--- config.mk ---
export PLATFORM = sky130hd
export DESIGN_NAME = gbts_ctrl
export DESIGN_NICKNAME = d
export VERILOG_FILES = /design/src/rtl/core/gbts_pkg.sv /design/src/rtl/core/gbts_ctrl.sv
export SDC_FILE = /design/constraint.sdc
export NUM_CORES = 1
export LEC_CHECK = 0
export BUFFER_PORTS_ARGS = -buffer_cell sky130_fd_sc_hd__buf_2
export CAP_MARGIN = 10
export CORE_MARGIN = 2
export CORE_UTILIZATION = 25
export DETAILED_ROUTE_END_ITERATION = 16
export PLACE_DENSITY = 0.43
export SYNTH_ARGS = -nofsm -noshare
export SYNTH_HDL_FRONTEND = slang
export SYNTH_SLANG_ARGS = --single-unit
export TNS_END_PERCENT = 50
--- constraint.sdc ---
create_clock -name clk_i -period 20.4 [get_ports clk_i]
set_clock_uncertainty 0.1 [all_clocks]
set_input_delay 2.04 -clock clk_i [delete_from_list [all_inputs] [get_ports clk_i]]
set_output_delay 2.04 -clock clk_i [all_outputs]
set_load 0.05 [all_outputs]
--- src/rtl/core/gbts_pkg.sv ---
// shared types and constants of the gap buffer text store
package gbts_pkg;

  localparam int unsigned BYTE_W   = 8;
  localparam int unsigned FIELD_W  = 13;
  localparam int unsigned S_USER_W = 3;
  localparam int unsigned M_USER_W = 2;
  localparam int unsigned TDATA_W  = 40;
  localparam int unsigned TPAD_W   = TDATA_W - BYTE_W - 2 * FIELD_W;

  typedef enum logic [S_USER_W-1:0] {
    REQ_INSERT = 3'd0,
    REQ_DELETE = 3'd1,
    REQ_MOVE   = 3'd2,
    REQ_REMOVE = 3'd3,
    REQ_READ   = 3'd4
  } req_e;

  typedef enum logic [M_USER_W-1:0] {
    STATUS_OK        = 2'd0,
    STATUS_FULL      = 2'd1,
    STATUS_READ_PAST = 2'd2
  } status_e;

  typedef struct packed {
    req_e               req_type;
    logic [BYTE_W-1:0]  data_byte;
    logic [FIELD_W-1:0] position;
    logic [FIELD_W-1:0] count;
    logic               run_last;
  } req_t;

  typedef struct packed {
    logic [BYTE_W-1:0]  read_data;
    logic [FIELD_W-1:0] cursor;
    logic [FIELD_W-1:0] text_length;
    status_e            status;
    logic               run_done;
  } res_t;

endpackage

--- src/rtl/core/gbts_ctrl.sv ---
// request sequencer: gap pointers, clamping and byte shifting across the gap
module gbts_ctrl
  import gbts_pkg::*;
#(
  parameter int unsigned DEPTH = 4096
) (
  input  logic                     clk_i,
  input  logic                     rst_ni,
  input  logic                     req_valid_i,
  output logic                     req_ready_o,
  input  req_t                     req_i,
  output logic                     res_valid_o,
  input  logic                     res_ready_i,
  output res_t                     res_o,
  output logic                     ram_we_o,
  output logic [$clog2(DEPTH)-1:0] ram_waddr_o,
  output logic [BYTE_W-1:0]        ram_wdata_o,
  output logic                     ram_re_o,
  output logic [$clog2(DEPTH)-1:0] ram_raddr_o,
  input  logic [BYTE_W-1:0]        ram_rdata_i
);

  localparam int unsigned AW = $clog2(DEPTH);
  localparam int unsigned PW = AW + 1;
  localparam int unsigned CW = (PW > FIELD_W) ? PW : FIELD_W;
  localparam logic [PW-1:0] DEPTH_P = PW'(DEPTH);
  localparam logic [PW-1:0] ONE_P = PW'(1);

  typedef enum logic [3:0] {
    ST_IDLE  = 4'b0001,
    ST_MV_RD = 4'b0010,
    ST_MV_WR = 4'b0100,
    ST_RESP  = 4'b1000
  } state_e;

  state_e          state_q, state_d;
  logic [PW-1:0]   gs_q, gs_d;
  logic [PW-1:0]   ge_q, ge_d;
  req_e            op_q, op_d;
  logic [PW-1:0]   tgt_q, tgt_d;
  logic [PW-1:0]   cnt_q, cnt_d;
  logic            last_q, last_d;
  status_e         status_q, status_d;
  logic            rd_ok_q, rd_ok_d;

  logic [PW-1:0]   len;
  logic [CW-1:0]   len_c, pos_c, cnt_c, gs_c, cur_c, len_out_c;
  logic [PW-1:0]   pos_clamp, rem_avail, cnt_clamp, del_amt;
  logic [PW-1:0]   pos_p, rd_addr, gs_dec, ge_dec;
  logic            accept;

  assign len       = DEPTH_P - (ge_q - gs_q);
  assign len_c     = CW'(len);
  assign pos_c     = CW'(req_i.position);
  assign cnt_c     = CW'(req_i.count);
  assign gs_c      = CW'(gs_q);
  assign pos_p     = pos_c[PW-1:0];
  assign pos_clamp = (pos_c > len_c) ? len : pos_p;
  assign rem_avail = len - pos_clamp;
  assign cnt_clamp = (cnt_c > CW'(rem_avail)) ? rem_avail : cnt_c[PW-1:0];
  assign del_amt   = (cnt_c > gs_c) ? gs_q : cnt_c[PW-1:0];
  assign rd_addr   = (pos_p < gs_q) ? pos_p : ge_q + (pos_p - gs_q);
  assign gs_dec    = gs_q - ONE_P;
  assign ge_dec    = ge_q - ONE_P;
  assign accept    = req_valid_i && req_ready_o;

  assign req_ready_o = (state_q == ST_IDLE);
  assign res_valid_o = (state_q == ST_RESP);

  always_comb begin
    state_d     = state_q;
    gs_d        = gs_q;
    ge_d        = ge_q;
    op_d        = op_q;
    tgt_d       = tgt_q;
    cnt_d       = cnt_q;
    last_d      = last_q;
    status_d    = status_q;
    rd_ok_d     = rd_ok_q;
    ram_we_o    = 1'b0;
    ram_waddr_o = gs_q[AW-1:0];
    ram_wdata_o = req_i.data_byte;
    ram_re_o    = 1'b0;
    ram_raddr_o = rd_addr[AW-1:0];
    unique case (state_q)
      ST_IDLE: begin
        if (accept) begin
          op_d     = req_i.req_type;
          last_d   = req_i.run_last;
          status_d = STATUS_OK;
          rd_ok_d  = 1'b0;
          tgt_d    = pos_clamp;
          cnt_d    = cnt_clamp;
          state_d  = ST_RESP;
          unique case (req_i.req_type)
            REQ_INSERT: begin
              if (gs_q < ge_q) begin
                ram_we_o = 1'b1;
                gs_d     = gs_q + ONE_P;
              end else begin
                status_d = STATUS_FULL;
              end
            end
            REQ_DELETE: gs_d = gs_q - del_amt;
            REQ_MOVE,
            REQ_REMOVE: state_d = ST_MV_RD;
            REQ_READ: begin
              if (pos_c < len_c) begin
                ram_re_o = 1'b1;
                rd_ok_d  = 1'b1;
              end else begin
                status_d = STATUS_READ_PAST;
              end
            end
            default: ;
          endcase
        end
      end
      ST_MV_RD: begin
        if (tgt_q == gs_q) begin
          if (op_q == REQ_REMOVE) begin
            ge_d = ge_q + cnt_q;
          end
          state_d = ST_RESP;
        end else begin
          ram_re_o    = 1'b1;
          ram_raddr_o = (tgt_q < gs_q) ? gs_dec[AW-1:0] : ge_q[AW-1:0];
          state_d     = ST_MV_WR;
        end
      end
      ST_MV_WR: begin
        ram_we_o    = 1'b1;
        ram_wdata_o = ram_rdata_i;
        if (tgt_q < gs_q) begin
          ram_waddr_o = ge_dec[AW-1:0];
          gs_d        = gs_dec;
          ge_d        = ge_dec;
        end else begin
          ram_waddr_o = gs_q[AW-1:0];
          gs_d        = gs_q + ONE_P;
          ge_d        = ge_q + ONE_P;
        end
        state_d = ST_MV_RD;
      end
      ST_RESP: begin
        if (res_ready_i) begin
          state_d = ST_IDLE;
        end
      end
      default: state_d = ST_IDLE;
    endcase
  end

  always_ff @(posedge clk_i or negedge rst_ni) begin
    if (!rst_ni) begin
      state_q <= ST_IDLE;
      gs_q    <= '0;
      ge_q    <= DEPTH_P;
    end else begin
      state_q <= state_d;
      gs_q    <= gs_d;
      ge_q    <= ge_d;
    end
  end

  always_ff @(posedge clk_i) begin
    op_q     <= op_d;
    tgt_q    <= tgt_d;
    cnt_q    <= cnt_d;
    last_q   <= last_d;
    status_q <= status_d;
    rd_ok_q  <= rd_ok_d;
  end

  assign cur_c     = CW'(gs_q);
  assign len_out_c = CW'(len);

  always_comb begin
    res_o.read_data   = rd_ok_q ? ram_rdata_i : '0;
    res_o.cursor      = cur_c[FIELD_W-1:0];
    res_o.text_length = len_out_c[FIELD_W-1:0];
    res_o.status      = status_q;
    res_o.run_done    = last_q;
  end

endmodule

==> metrics.md <==
| Metric | Value |
|---|---|
| Ant. Diodes | 0 |
| R2r startpoint | cur_c[4] |
| Async S/R FF share, synth | 47.6% |
| CTS tree | yes |
| Hold buffer count at cts | 0 |
| Post-CTS setup buffers | 0 |
| Total GRT Usage | 20.0% |
| Crit path time final | 9.68 ns |
| DRC | 0 |
| Distinct cells, synth | 91 |
| First-pass GRT wire length | 62100 um |
| Max-slew headroom | 32.1% |
| Max Cap Viol | 0 |
| Hold path cells | 2 |
| Crit path kind | reg2reg |
| HP Start | ge_q[12] |
| Post-synth EDFFs | 33 |
| Slew Limit Fails | 0 |
| Syn Std Cell Area | 10000 um2 |
| Mean routed wirelength per cell | 21.9 um |
| Part of the Yosys area used for sequential elements | 17.4% |
| Yosys top cell area share | 16.8% |
| Synth Register Bits | 63 |
| Layout cell share with drive strength beyond 1 | 14.3% |
| Clock slew at reported path FFs | 0.07 ns |
| CP max FO | 27 |
| Worst R2R End | cnt_q[11] |
| Commonest cells after routing, fill and taps aside | ha_1 (134), buf_2 (122), nand2_1 (118) |
| Antenna Nets Post-Route | 0 |
| Vias | 10000 |
| Antenna violations before repair | 1 |
| Final setup TNS | 0 ns |
| Total I/O pin count | 123 |
| Synth Net Count | 1469 |
| Final nets | 1567 |
| Reg2reg path depth | 34 |
| Area growth from synthesis to layout | 15.1% |
| YS warnings | 0 |
| Final count of hold timing violations | 0 |
| CTS H-tree lvls | 3 |
| Initial Utilization | 25.2% |
| Finish-stage setup viols | 0 |
| Root Driver | clkbuf_16 |
| Largest net degree at the start of global routing | 45 |
| FP Rows | 73 |
| Vias in the first global route | 9611 |
| Most common cell after layout, fill and taps aside | ha_1 |
| Clock Latency Late Sink | 0.36 ns |
| R2R Setup Slk | 10.72 ns |
| Fin crit share | 47.4% |
| Gr ovfl total | 0 |
| Hold Path Sink | ge_q[12] |
| Die area | 41600 um2 |
| Startpoint type of the worst setup path | flop |
| Worst Tran Pin Value | 1.02 ns |
| Die height | 204 um |
| Drt first-iter violations | 740 |
| CORE AREA | 39600 um2 |
| Vias per cell | 5.30 |
| Syn_area_per_cell | 7.91 um2 |
| Hold Path Class | reg2reg |
| Synth area leader | ha_1 |
| Num CTS Buffers | 9 |
| Longest Clk Path Bufs | 2 |
| Status | completed |
| CP peak stage delay | 0.74 ns |
| Fmax | 103 MHz |
| RSZ-0062 raised after global routing | no |
| Final GP Congestion | 0.877 |
| Top post-synthesis cells by area | ha_1 (17%), edfxtp_1 (9.9%), dfrtp_1 (7.0%) |
| Ys flop type | edfxtp_1 |
| Cells after synthesis | 1264 |
| Arr. time, crit path | 9.68 ns |
| Number of port buffers | 122 |
| TritonRoute pass-1 iters | 8 |
| Post-CTS sizing | 0 |
| Worst Setup End Kind | flop |
| DRT Wirelength | 41400 um |
| Die width | 204 um |
| Data required, critical path | 20.41 ns |
| Hpwl dp | 33100 um |
| CTS Sinks | 63 |
| Worst path slowest cell | dfrtp_1 |
[state kept, by name, summed over array words and instances, names as in the netlist]
name / cells
cur_c: 13
ge_q: 13
rd_ok_q: 1
cnt_q: 13
op_q: 3
tgt_q: 13
state_q: 4
last_q: 1
status_q: 2
[cell usage after synthesis (15+ instances only)]
library cell / instances
nand3_1: 35
nor2b_1: 15
o21a_1: 23
nand2_1: 118
ha_1: 134
a31oi_1: 18
nor2_1: 76
clkbuf_1: 47
a211oi_1: 15
fa_1: 21
xnor2_1: 56
nor3_1: 40
mux2i_1: 31
a21o_1: 29
inv_1: 117
dfrtp_1: 28
o21ai_0: 82
edfxtp_1: 33
a21oi_1: 81
and2_1: 16
o211ai_1: 21
[layout make-up]
class	count	area (um2)
clock inverters	6	61.3
well taps	525	657
flip-flops and latches	63	1740
inverters	119	447
multi-input cells	1028	7610
fillers	4355	28100
clock buffers	10	229
repair buffers	141	753
[worst max-delay path, delay by kind of cell (launching register included)]
kind	cells	cell delay [ns]
AO/OA/AOI/OAI	13	3.63
adder cells (fa/ha/maj)	6	2.03
AND/OR/NAND/NOR	8	1.45
buffers and inverters	5	0.86
flip-flops	1	0.74
XOR/XNOR	2	0.60
[worst max-delay path by stage]
stage	slack (ns)	cells past startpoint	end	start
5_1_grt	10.0	34	cnt_q[11]	cur_c[4]
6_report	10.72	34	cnt_q[11]	cur_c[4]
2_1_floorplan	10.88	36	cnt_q[11]	cur_c[4]
4_1_cts	10.67	34	cnt_q[11]	cur_c[4]
3_3_place_gp	10.88	34	cnt_q[11]	cur_c[4]
3_5_place_dp	10.71	34	cnt_q[11]	cur_c[4]
[per-stage QoR]
step | instance area [um2] | worst slack, ns | hold WS (ns) | instances | util [%]
finish | 11500 | 10.72 | 0.431 | 1892 | 29.0
global route | 11500 | 10.0 | 0.473 | 1892 | 29.0
global placement | 11200 | 10.88 | 0.432 | 1876 | 28.3
CTS | 11500 | 10.67 | 0.434 | 1892 | 29.0
floorplan | 10000 | 10.88 | 0.403 | 1264 | -
detailed placement | 11200 | 10.71 | 0.430 | 1876 | 28.3
[logic make-up (layout without fill, tap and decap cells)]
logic type	count (synthesis)	in the layout	share of synthesized area [%]
buffers and inverters	173	276	6.59
AO/OA/AOI/OAI	380	380	25.7
flip-flops	63	63	17.4
AND/OR/NAND/NOR	386	386	19.4
adder cells (fa/ha/maj)	157	157	21.2
multiplexers	36	36	3.70
XOR/XNOR	69	69	6.04
[layer usage]
metal / share of wire [%] / track usage (%)
met5: 0 / 0
met4: 2.0 / 5.46
met3: 5.2 / 2.71
met2: 46 / 32.8
met1: 46 / 27.4
Power is left out: the tool's default activity adds up to more than one toggle a clock period on the data nets, which glitch-free logic cannot reach.
